<file path="config.mk">
export PLATFORM = sky130hd
export DESIGN_NAME = midpoint_line_rasterizer
export DESIGN_NICKNAME = d
export VERILOG_FILES = /design/src/mlr_pkg.sv /design/src/mlr_setup.sv /design/src/mlr_fifo.sv /design/src/mlr_walk.sv /design/src/midpoint_line_rasterizer.sv
export VERILOG_INCLUDE_DIRS = /design/src /design/src/src
export SDC_FILE = /design/constraint.sdc
export NUM_CORES = 1
export LEC_CHECK = 0
export ABC_AREA = 1
export BUFFER_PORTS_ARGS = -buffer_cell sky130_fd_sc_hd__buf_4
export CORE_MARGIN = 4
export CORE_UTILIZATION = 40
export DETAILED_ROUTE_END_ITERATION = 7
export HOLD_SLACK_MARGIN = 0.12
export PLACE_DENSITY_LB_ADDON = 0.3
export SETUP_SLACK_MARGIN = 0.2
export SLEW_MARGIN = 20
export SYNTH_ARGS = -nofsm -noshare
export SYNTH_HDL_FRONTEND = slang
export SYNTH_SLANG_ARGS = --single-unit
</file>
<file path="constraint.sdc">
create_clock -name clock -period 7.72 [get_ports clock]
set_input_delay 1.158 -clock clock [delete_from_list [all_inputs] [get_ports clock]]
set_output_delay 1.158 -clock clock [all_outputs]
set_load 0.02 [all_outputs]
</file>
<file path="src/midpoint_line_rasterizer_assert.svh">
// ----------------------------------------------------------------------------
// Midpoint line rasterizer assertion macros
// Clocked implication checks used by the rasterizer walker. Each macro
// expects signals named clock and reset in the scope where it is used.
// ----------------------------------------------------------------------------
`ifndef MIDPOINT_LINE_RASTERIZER_ASSERT_SVH
`define MIDPOINT_LINE_RASTERIZER_ASSERT_SVH

// Same-cycle implication, disabled in reset
`define MLR_ASSERT_IMPL(lbl, ante, cons) \
   lbl: assert property (@(posedge clock) disable iff (reset) (ante) |-> (cons)) \
      else $error("mlr: same-cycle check failed");

// Next-cycle implication, disabled in reset
`define MLR_ASSERT_NEXT(lbl, ante, cons) \
   lbl: assert property (@(posedge clock) disable iff (reset) (ante) |=> (cons)) \
      else $error("mlr: next-cycle check failed");

`endif

</file>
<file path="src/mlr_pkg.sv">
`timescale 1ns / 1ps
// ----------------------------------------------------------------------------
// Midpoint line rasterizer package
// Widths, the segment descriptor passed from setup to walker, and the
// walker state encoding.
// ----------------------------------------------------------------------------
package mlr_pkg;

   // Grid coordinate width
   localparam int COORD_BITS = 6;
   // Decision variable spans about +/- 4 * grid size
   localparam int D_BITS     = COORD_BITS + 3;
   // Doubled increments
   localparam int INC_BITS   = COORD_BITS + 1;

   // Segment queue depth
   localparam int FIFO_DEPTH    = 2;
   localparam int FIFO_PTR_BITS = $clog2(FIFO_DEPTH);
   localparam int FIFO_CNT_BITS = $clog2(FIFO_DEPTH + 1);

   // Classified segment, ready to walk
   typedef struct packed {
      logic [COORD_BITS-1:0]    sx;
      logic [COORD_BITS-1:0]    sy;
      logic [COORD_BITS-1:0]    span;
      logic                     xmajor;
      logic                     ydown;
      logic signed [D_BITS-1:0] d_init;
      logic [INC_BITS-1:0]      inc_diag;
      logic [INC_BITS-1:0]      inc_straight;
   } seg_type;

   // Walker sequencer
   typedef enum logic {
      WALK_IDLE,
      WALK_RUN
   } walk_state_type;

endpackage

</file>
<file path="src/mlr_setup.sv">
`timescale 1ns / 1ps
// ----------------------------------------------------------------------------
// Midpoint line rasterizer setup
// Orders the endpoints, picks the major axis and direction, and computes
// the initial decision variable and the doubled increments of a segment.
// ----------------------------------------------------------------------------
module mlr_setup import mlr_pkg::*; (
   input  logic                  req_valid,
   output logic                  req_ready,
   input  logic [COORD_BITS-1:0] req_x_start,
   input  logic [COORD_BITS-1:0] req_y_start,
   input  logic [COORD_BITS-1:0] req_x_end,
   input  logic [COORD_BITS-1:0] req_y_end,
   output logic                  push,
   input  logic                  push_ready,
   output seg_type               seg
);

   logic                  swapped;
   logic                  ydown;
   logic                  xmajor;
   logic [COORD_BITS-1:0] sx, sy, fx, fy;
   logic [COORD_BITS-1:0] adx, ady;
   logic [COORD_BITS-1:0] major, minor;

   // Accept a beat whenever the queue has room
   assign req_ready = push_ready;
   assign push      = req_valid && push_ready;

   // Order endpoints so x never decreases, then classify
   always_comb begin
      swapped = req_x_end < req_x_start;
      sx      = swapped ? req_x_end   : req_x_start;
      sy      = swapped ? req_y_end   : req_y_start;
      fx      = swapped ? req_x_start : req_x_end;
      fy      = swapped ? req_y_start : req_y_end;
      adx     = fx - sx;
      ydown   = fy < sy;
      ady     = ydown ? (sy - fy) : (fy - sy);
      // Upward unswapped lines break a tie toward x, all others toward y
      if (!swapped && !ydown) begin
         xmajor = ady <= adx;
      end else begin
         xmajor = adx > ady;
      end
      major = xmajor ? adx : ady;
      minor = xmajor ? ady : adx;

      seg.sx           = sx;
      seg.sy           = sy;
      seg.span         = major;
      seg.xmajor       = xmajor;
      seg.ydown        = ydown;
      seg.d_init       = $signed({3'b000, major}) - $signed({2'b00, minor, 1'b0});
      seg.inc_diag     = {major - minor, 1'b0};
      seg.inc_straight = {minor, 1'b0};
   end

endmodule

</file>
<file path="src/mlr_fifo.sv">
`timescale 1ns / 1ps
// ----------------------------------------------------------------------------
// Midpoint line rasterizer segment queue
// Short FIFO of classified segments between setup and walker.
// ----------------------------------------------------------------------------
module mlr_fifo import mlr_pkg::*; (
   input  logic    clock,
   input  logic    reset,
   input  logic    push,
   output logic    push_ready,
   input  seg_type push_seg,
   input  logic    pop,
   output logic    pop_valid,
   output seg_type pop_seg
);

   seg_type                  entry_ff [FIFO_DEPTH];
   logic [FIFO_PTR_BITS-1:0] wr_ptr_ff, wr_ptr_in;
   logic [FIFO_PTR_BITS-1:0] rd_ptr_ff, rd_ptr_in;
   logic [FIFO_CNT_BITS-1:0] count_ff, count_in;
   logic                     do_push, do_pop;

   assign push_ready = count_ff != FIFO_CNT_BITS'(FIFO_DEPTH);
   assign pop_valid  = count_ff != '0;
   assign pop_seg    = entry_ff[rd_ptr_ff];
   assign do_push    = push && push_ready;
   assign do_pop     = pop && pop_valid;

   // Advance pointers and occupancy
   always_comb begin
      wr_ptr_in = wr_ptr_ff;
      rd_ptr_in = rd_ptr_ff;
      count_in  = count_ff;
      if (do_push) begin
         wr_ptr_in = (wr_ptr_ff == FIFO_PTR_BITS'(FIFO_DEPTH - 1)) ? '0
                     : wr_ptr_ff + FIFO_PTR_BITS'(1);
      end
      if (do_pop) begin
         rd_ptr_in = (rd_ptr_ff == FIFO_PTR_BITS'(FIFO_DEPTH - 1)) ? '0
                     : rd_ptr_ff + FIFO_PTR_BITS'(1);
      end
      if (do_push && !do_pop) begin
         count_in = count_ff + FIFO_CNT_BITS'(1);
      end else if (do_pop && !do_push) begin
         count_in = count_ff - FIFO_CNT_BITS'(1);
      end
   end

   always_ff @(posedge clock) begin
      if (reset) begin
         wr_ptr_ff <= '0;
         rd_ptr_ff <= '0;
         count_ff  <= '0;
      end else begin
         wr_ptr_ff <= wr_ptr_in;
         rd_ptr_ff <= rd_ptr_in;
         count_ff  <= count_in;
      end
   end

   // Store the pushed segment
   always_ff @(posedge clock) begin
      if (do_push) begin
         entry_ff[wr_ptr_ff] <= push_seg;
      end
   end

endmodule

</file>
<file path="src/mlr_walk.sv">
`timescale 1ns / 1ps
// ----------------------------------------------------------------------------
// Midpoint line rasterizer walker
// Steps one segment pixel by pixel under the midpoint decision variable
// and presents each pixel in an output register.
// ----------------------------------------------------------------------------
`include "midpoint_line_rasterizer_assert.svh"

module mlr_walk import mlr_pkg::*; (
   input  logic                  clock,
   input  logic                  reset,
   input  logic                  seg_valid,
   input  seg_type               seg,
   output logic                  pop,
   output logic                  rsp_valid,
   input  logic                  rsp_ready,
   output logic [COORD_BITS-1:0] rsp_pixel_x,
   output logic [COORD_BITS-1:0] rsp_pixel_y,
   output logic                  rsp_last_pixel
);

   walk_state_type           state_ff, state_in;
   logic [COORD_BITS-1:0]    x_ff, x_in;
   logic [COORD_BITS-1:0]    y_ff, y_in;
   logic signed [D_BITS-1:0] d_ff, d_in;
   logic [COORD_BITS-1:0]    left_ff, left_in;
   logic                     xmajor_ff, xmajor_in;
   logic                     ydown_ff, ydown_in;
   logic [INC_BITS-1:0]      inc_diag_ff, inc_diag_in;
   logic [INC_BITS-1:0]      inc_straight_ff, inc_straight_in;
   logic                     rsp_valid_ff, rsp_valid_in;
   logic [COORD_BITS-1:0]    pix_x_ff, pix_x_in;
   logic [COORD_BITS-1:0]    pix_y_ff, pix_y_in;
   logic                     last_ff, last_in;
   logic                     out_free;
   logic                     emit;
   logic                     last_now;
   logic                     take_diag;
   logic [COORD_BITS-1:0]    y_step;

   assign out_free  = !rsp_valid_ff || rsp_ready;
   assign last_now  = left_ff == '0;
   assign take_diag = d_ff[D_BITS-1] || (d_ff == '0);
   assign y_step    = ydown_ff ? (y_ff - COORD_BITS'(1)) : (y_ff + COORD_BITS'(1));

   // Sequence segments: load, then one pixel per free output slot
   always_comb begin
      state_in        = state_ff;
      x_in            = x_ff;
      y_in            = y_ff;
      d_in            = d_ff;
      left_in         = left_ff;
      xmajor_in       = xmajor_ff;
      ydown_in        = ydown_ff;
      inc_diag_in     = inc_diag_ff;
      inc_straight_in = inc_straight_ff;
      pop             = 1'b0;
      emit            = 1'b0;
      case (state_ff)
         WALK_IDLE: begin
            if (seg_valid) begin
               pop             = 1'b1;
               x_in            = seg.sx;
               y_in            = seg.sy;
               d_in            = seg.d_init;
               left_in         = seg.span;
               xmajor_in       = seg.xmajor;
               ydown_in        = seg.ydown;
               inc_diag_in     = seg.inc_diag;
               inc_straight_in = seg.inc_straight;
               state_in        = WALK_RUN;
            end
         end
         WALK_RUN: begin
            if (out_free) begin
               emit = 1'b1;
               if (last_now) begin
                  state_in = WALK_IDLE;
               end else begin
                  left_in = left_ff - COORD_BITS'(1);
                  // Minor axis steps on the diagonal move
                  if (take_diag) begin
                     d_in = d_ff + $signed({2'b00, inc_diag_ff});
                     if (xmajor_ff) begin
                        y_in = y_step;
                     end else begin
                        x_in = x_ff + COORD_BITS'(1);
                     end
                  end else begin
                     d_in = d_ff - $signed({2'b00, inc_straight_ff});
                  end
                  // Major axis steps every pixel
                  if (xmajor_ff) begin
                     x_in = x_ff + COORD_BITS'(1);
                  end else begin
                     y_in = y_step;
                  end
               end
            end
         end
         default: begin
            state_in = WALK_IDLE;
         end
      endcase
   end

   // Load the output register on emit, drop valid once taken
   always_comb begin
      rsp_valid_in = rsp_valid_ff;
      pix_x_in     = pix_x_ff;
      pix_y_in     = pix_y_ff;
      last_in      = last_ff;
      if (emit) begin
         rsp_valid_in = 1'b1;
         pix_x_in     = x_ff;
         pix_y_in     = y_ff;
         last_in      = last_now;
      end else if (rsp_ready) begin
         rsp_valid_in = 1'b0;
      end
   end

   always_ff @(posedge clock) begin
      if (reset) begin
         state_ff     <= WALK_IDLE;
         rsp_valid_ff <= 1'b0;
      end else begin
         state_ff     <= state_in;
         rsp_valid_ff <= rsp_valid_in;
      end
   end

   always_ff @(posedge clock) begin
      x_ff            <= x_in;
      y_ff            <= y_in;
      d_ff            <= d_in;
      left_ff         <= left_in;
      xmajor_ff       <= xmajor_in;
      ydown_ff        <= ydown_in;
      inc_diag_ff     <= inc_diag_in;
      inc_straight_ff <= inc_straight_in;
      pix_x_ff        <= pix_x_in;
      pix_y_ff        <= pix_y_in;
      last_ff         <= last_in;
   end

   assign rsp_valid      = rsp_valid_ff;
   assign rsp_pixel_x    = pix_x_ff;
   assign rsp_pixel_y    = pix_y_ff;
   assign rsp_last_pixel = last_ff;

   // Remaining count falls by one per non-final pixel
   `MLR_ASSERT_NEXT(a_left_dec, emit && !last_now, left_ff == $past(left_ff) - COORD_BITS'(1))
   // Final pixel returns the walker to idle with the beat presented
   `MLR_ASSERT_NEXT(a_last_idle, emit && last_now, state_ff == WALK_IDLE && rsp_last_pixel)
   // A new segment is only taken while no walk is in progress
   `MLR_ASSERT_IMPL(a_pop_idle, pop, state_ff == WALK_IDLE && !emit)

endmodule

</file>
<file path="src/midpoint_line_rasterizer.sv">
`timescale 1ns / 1ps
// ----------------------------------------------------------------------------
// Midpoint line rasterizer
// Turns a segment between two grid points into a run of pixel beats, the
// final one flagged, using the integer midpoint decision variable.
// ----------------------------------------------------------------------------
// Each request beat is one segment; it produces span + 1 response beats, where
// span is the larger of |dx| and |dy|, starting at the endpoint with the smaller
// x. The setup stage takes a segment every cycle while its two-entry queue has
// room. The walker emits one pixel per cycle while the response side accepts
// them, and loads each segment from the queue in its idle state before walking
// it; it takes no new segment until it has emitted the current one's last pixel.
module midpoint_line_rasterizer import mlr_pkg::*; (
   input  logic                  clock,
   input  logic                  reset,
   input  logic                  req_valid,
   output logic                  req_ready,
   input  logic [COORD_BITS-1:0] req_x_start,
   input  logic [COORD_BITS-1:0] req_y_start,
   input  logic [COORD_BITS-1:0] req_x_end,
   input  logic [COORD_BITS-1:0] req_y_end,
   output logic                  rsp_valid,
   input  logic                  rsp_ready,
   output logic [COORD_BITS-1:0] rsp_pixel_x,
   output logic [COORD_BITS-1:0] rsp_pixel_y,
   output logic                  rsp_last_pixel
);

   logic    push, push_ready;
   seg_type push_seg;
   logic    pop, pop_valid;
   seg_type pop_seg;

   // Classify the incoming segment
   mlr_setup u_setup (
      .req_valid   (req_valid),
      .req_ready   (req_ready),
      .req_x_start (req_x_start),
      .req_y_start (req_y_start),
      .req_x_end   (req_x_end),
      .req_y_end   (req_y_end),
      .push        (push),
      .push_ready  (push_ready),
      .seg         (push_seg)
   );

   // Hold segments between setup and walker
   mlr_fifo u_fifo (
      .clock      (clock),
      .reset      (reset),
      .push       (push),
      .push_ready (push_ready),
      .push_seg   (push_seg),
      .pop        (pop),
      .pop_valid  (pop_valid),
      .pop_seg    (pop_seg)
   );

   // Walk the segment and present pixels
   mlr_walk u_walk (
      .clock          (clock),
      .reset          (reset),
      .seg_valid      (pop_valid),
      .seg            (pop_seg),
      .pop            (pop),
      .rsp_valid      (rsp_valid),
      .rsp_ready      (rsp_ready),
      .rsp_pixel_x    (rsp_pixel_x),
      .rsp_pixel_y    (rsp_pixel_y),
      .rsp_last_pixel (rsp_last_pixel)
   );

endmodule

</file>
==> metrics.csv <==
metric,value,unit
hold depth,1,
Post-CTS Setup Bufs,0,
Worst R2R Setup Slack,4.36,ns
global-route wire length before repair,26900,um
Worst-Margin Slew,0.699,ns
worst-case clock buffer depth,2,
Initial Util,0.410,
FF-to-FF End,u_walk.d_ff[8],
Post-DP Area,8340,um2
power per cell area,461,nW/um2
hpwl dp,11800,um
crit path DAT,6.28,ns
placer congestion estimate,0.886,
Rows,50,
via density per instance,4.94,
Post-Layout Inst Area,8900,um2
ys async rst share,0,
area of the die,21600,um2
initial DRC count,318,
worst IR drop on VDD,162,uV
latest clock arrival within the worst-skew pair,0.42,ns
Final Setup Violations,0,
Final Max Slew Viols,0,
DRC,0,
Worst R2R Start,u_walk.d_ff[2],
vias in the first global route,5249,
HP Start,u_fifo.rd_ptr_ff,
DRT Pass-1 Iters,5,
routed length per instance,14.2,um
synth-to-layout area growth,15.0,%
setup ws final,1.60,ns
Leak Pwr,3.92,nW
ANT cells,0,
Netlist Area Pre-Place,7740,um2
"Net Count, Synth",900,
WL final,16400,um
core area,18900,um2
number of distinct library cells after synthesis,47,
sequential fraction of the synthesis area,0.530,
total gr overflow,0,
most frequent cells in the layout,"nand2_1, edfxtp_1, inv_1",
f_max,0.163,GHz
yosys warns,0,
Layout Nets,949,
setup TNS,0,ns
Mean Syn Cell Area,9.28,um2
max-cap violations,0,
"FF+latch count, synth",139,
RSZ-0062 raised after global routing,no,
Detail Route Antenna Nets,0,
Die W,147,um
M1 WL,7760,um
GRT Util Overall,0.157,
Port Buffers,42,
DP Worst Slack,1.23,ns
CP dominant cell by count,nand2_1,
antenna violations before repair,0,
Die H,147,um
post-synthesis cell count,834,
peak fanout along the critical path,24,
Period minus WS final,6.12,ns
Num CTS Buffers,17,
Final Cycle Share,0.793,
total number of vias,5710,
Startpoint Class,input port,
relative slew slack,0.532,
largest net degree at the start of global routing,41,
CTS root buf,clkbuf_16,
Clock Sinks,139,
Setup crit end kind,register,
layout cells sized above 1,0.146,
"slowest stage cell, crit path",nor2_2,
CTS tree,done,
post_cts resized,0,
number of flops mapped to enable cells by yosys,132,
CP Class,in2reg,
CTS hold repair buffers,0,
Final Skew,0.00496,ns
final hold violations,0,
Hold WS,0.460,ns
io pins,43,
top sig layer,met4,
clock slew at reported path FFs,0.06,ns
"leading cell type in the layout, fill and taps excluded",nand2_1,
critical path's largest stage delay,0.46,ns
Worst Path Required,7.88,ns
CTS H-tree lvls,4,
run status,completed,
FF-to-FF path depth,21,
Min-Delay Path Class,reg2reg,
DR WL met2,7710,um
ys flop type,edfxtp_1,
Detail Route met3 WL,732,um
## per-layer routing
layer	up-vias	track usage
li1	2907	-
met1	2659	0.214
met2	131	0.253
met3	13	0.0352
met4	0	0.0443
met5	-	0
## stage by stage
step | utilization | cells | total power (W)
2_1_floorplan | - | 834 | 0.00284
3_3_place_gp | 0.442 | 1124 | 0.00332
3_5_place_dp | 0.442 | 1124 | 0.00335
4_1_cts | 0.471 | 1155 | 0.00414
5_1_grt | 0.471 | 1155 | 0.00446
6_report | 0.471 | 1155 | 0.00410
## logic make-up (layout without fill, tap and decap cells)
| logic type | Yosys count | count (layout) | synth area share |
|---|---|---|---|
| AND/OR/NAND/NOR | 381 | 381 | 0.216 |
| AO/OA/AOI/OAI | 126 | 126 | 0.0975 |
| XOR/XNOR | 22 | 22 | 0.0249 |
| flip-flops | 139 | 139 | 0.530 |
| adder cells (fa/ha/maj) | 38 | 38 | 0.0643 |
| buffers and inverters | 128 | 189 | 0.0674 |
## power by group
part	switching, W	internal, W	total (W)
clock	0.000296	0.000469	0.000766
combinational	0.00124	0.000625	0.00186
sequential	0.000121	0.00135	0.00148
total	0.00165	0.00245	0.00410
## how the worst max path moves through the flow
stage / from / to / slack (ns) / cells past startpoint
floorplan: req_x_start[4] / u_fifo.entry_ff[0][20] / 1.95 / 37
detailed placement: req_x_start[4] / u_fifo.entry_ff[1][20] / 1.23 / 36
global placement: req_x_start[4] / u_fifo.entry_ff[0][20] / 1.46 / 36
global route: req_x_start[3] / u_fifo.entry_ff[0][20] / 1.05 / 36
CTS: req_x_start[4] / u_fifo.entry_ff[0][20] / 1.63 / 36
finish: req_x_start[4] / u_fifo.entry_ff[0][20] / 1.60 / 36
## worst max-delay path: cells and delay by family
family	cells	cell delay, ns
simple gates	21	2.69
buf+inv	7	0.52
xor+xnor	1	0.23
fa+ha+maj	4	1.32
compound gates	3	0.37
## registers in the layout (all words and copies together) (netlist names), named ones only
signal	count
u_walk.inc_diag_ff	6
u_walk.state_ff	1
u_walk.y_ff	6
u_walk.rsp_pixel_x	6
u_walk.ydown_ff	1
u_fifo.rd_ptr_ff	1
u_fifo.wr_ptr_ff	1
u_walk.rsp_last_pixel	1
u_walk.inc_straight_ff	6
u_fifo.entry_ff	78
u_walk.xmajor_ff	1
u_walk.rsp_valid	1
u_walk.x_ff	6
u_fifo.count_ff	2
u_walk.d_ff	9
u_walk.left_ff	6
u_walk.rsp_pixel_y	6
## cell usage after synthesis, types with 3 or more instances
cell type  count  area share
a21oi_1       41       0.027
a22oi_1        4      0.0039
buf_6          4      0.0058
clkbuf_1      14      0.0068
dfxtp_1        7       0.018
edfxtp_1     132        0.51
fa_1           3      0.0078
ha_1          35       0.057
inv_1        104       0.050
inv_2          3      0.0015
nand2_1      221        0.11
nand2_2       16       0.013
nand2_4        3      0.0044
nand3_1       36       0.023
nand3_2        5      0.0065
nand4_1       12      0.0097
nor2_1        73       0.035
nor3_1         3      0.0019
o21ai_0       41       0.027
o21ai_1        4      0.0026
o21ai_2        8      0.0091
o22ai_1       10      0.0081
xnor2_1        6      0.0068
xor2_1        16       0.018
## area by class of cell
| type | instances | area (um2) |
|---|---|---|
| Tap cell | 260 | 325 |
| Clock inverter | 13 | 128 |
| Fill cell | 1799 | 9990 |
| Clock buffer | 18 | 429 |
| Sequential cell | 139 | 4100 |
| Inverter | 108 | 405 |
| Timing Repair Buffer | 50 | 375 |
| Multi-Input combinational cell | 567 | 3130 |
No activity file was read; power rests on OpenSTA's default activity.
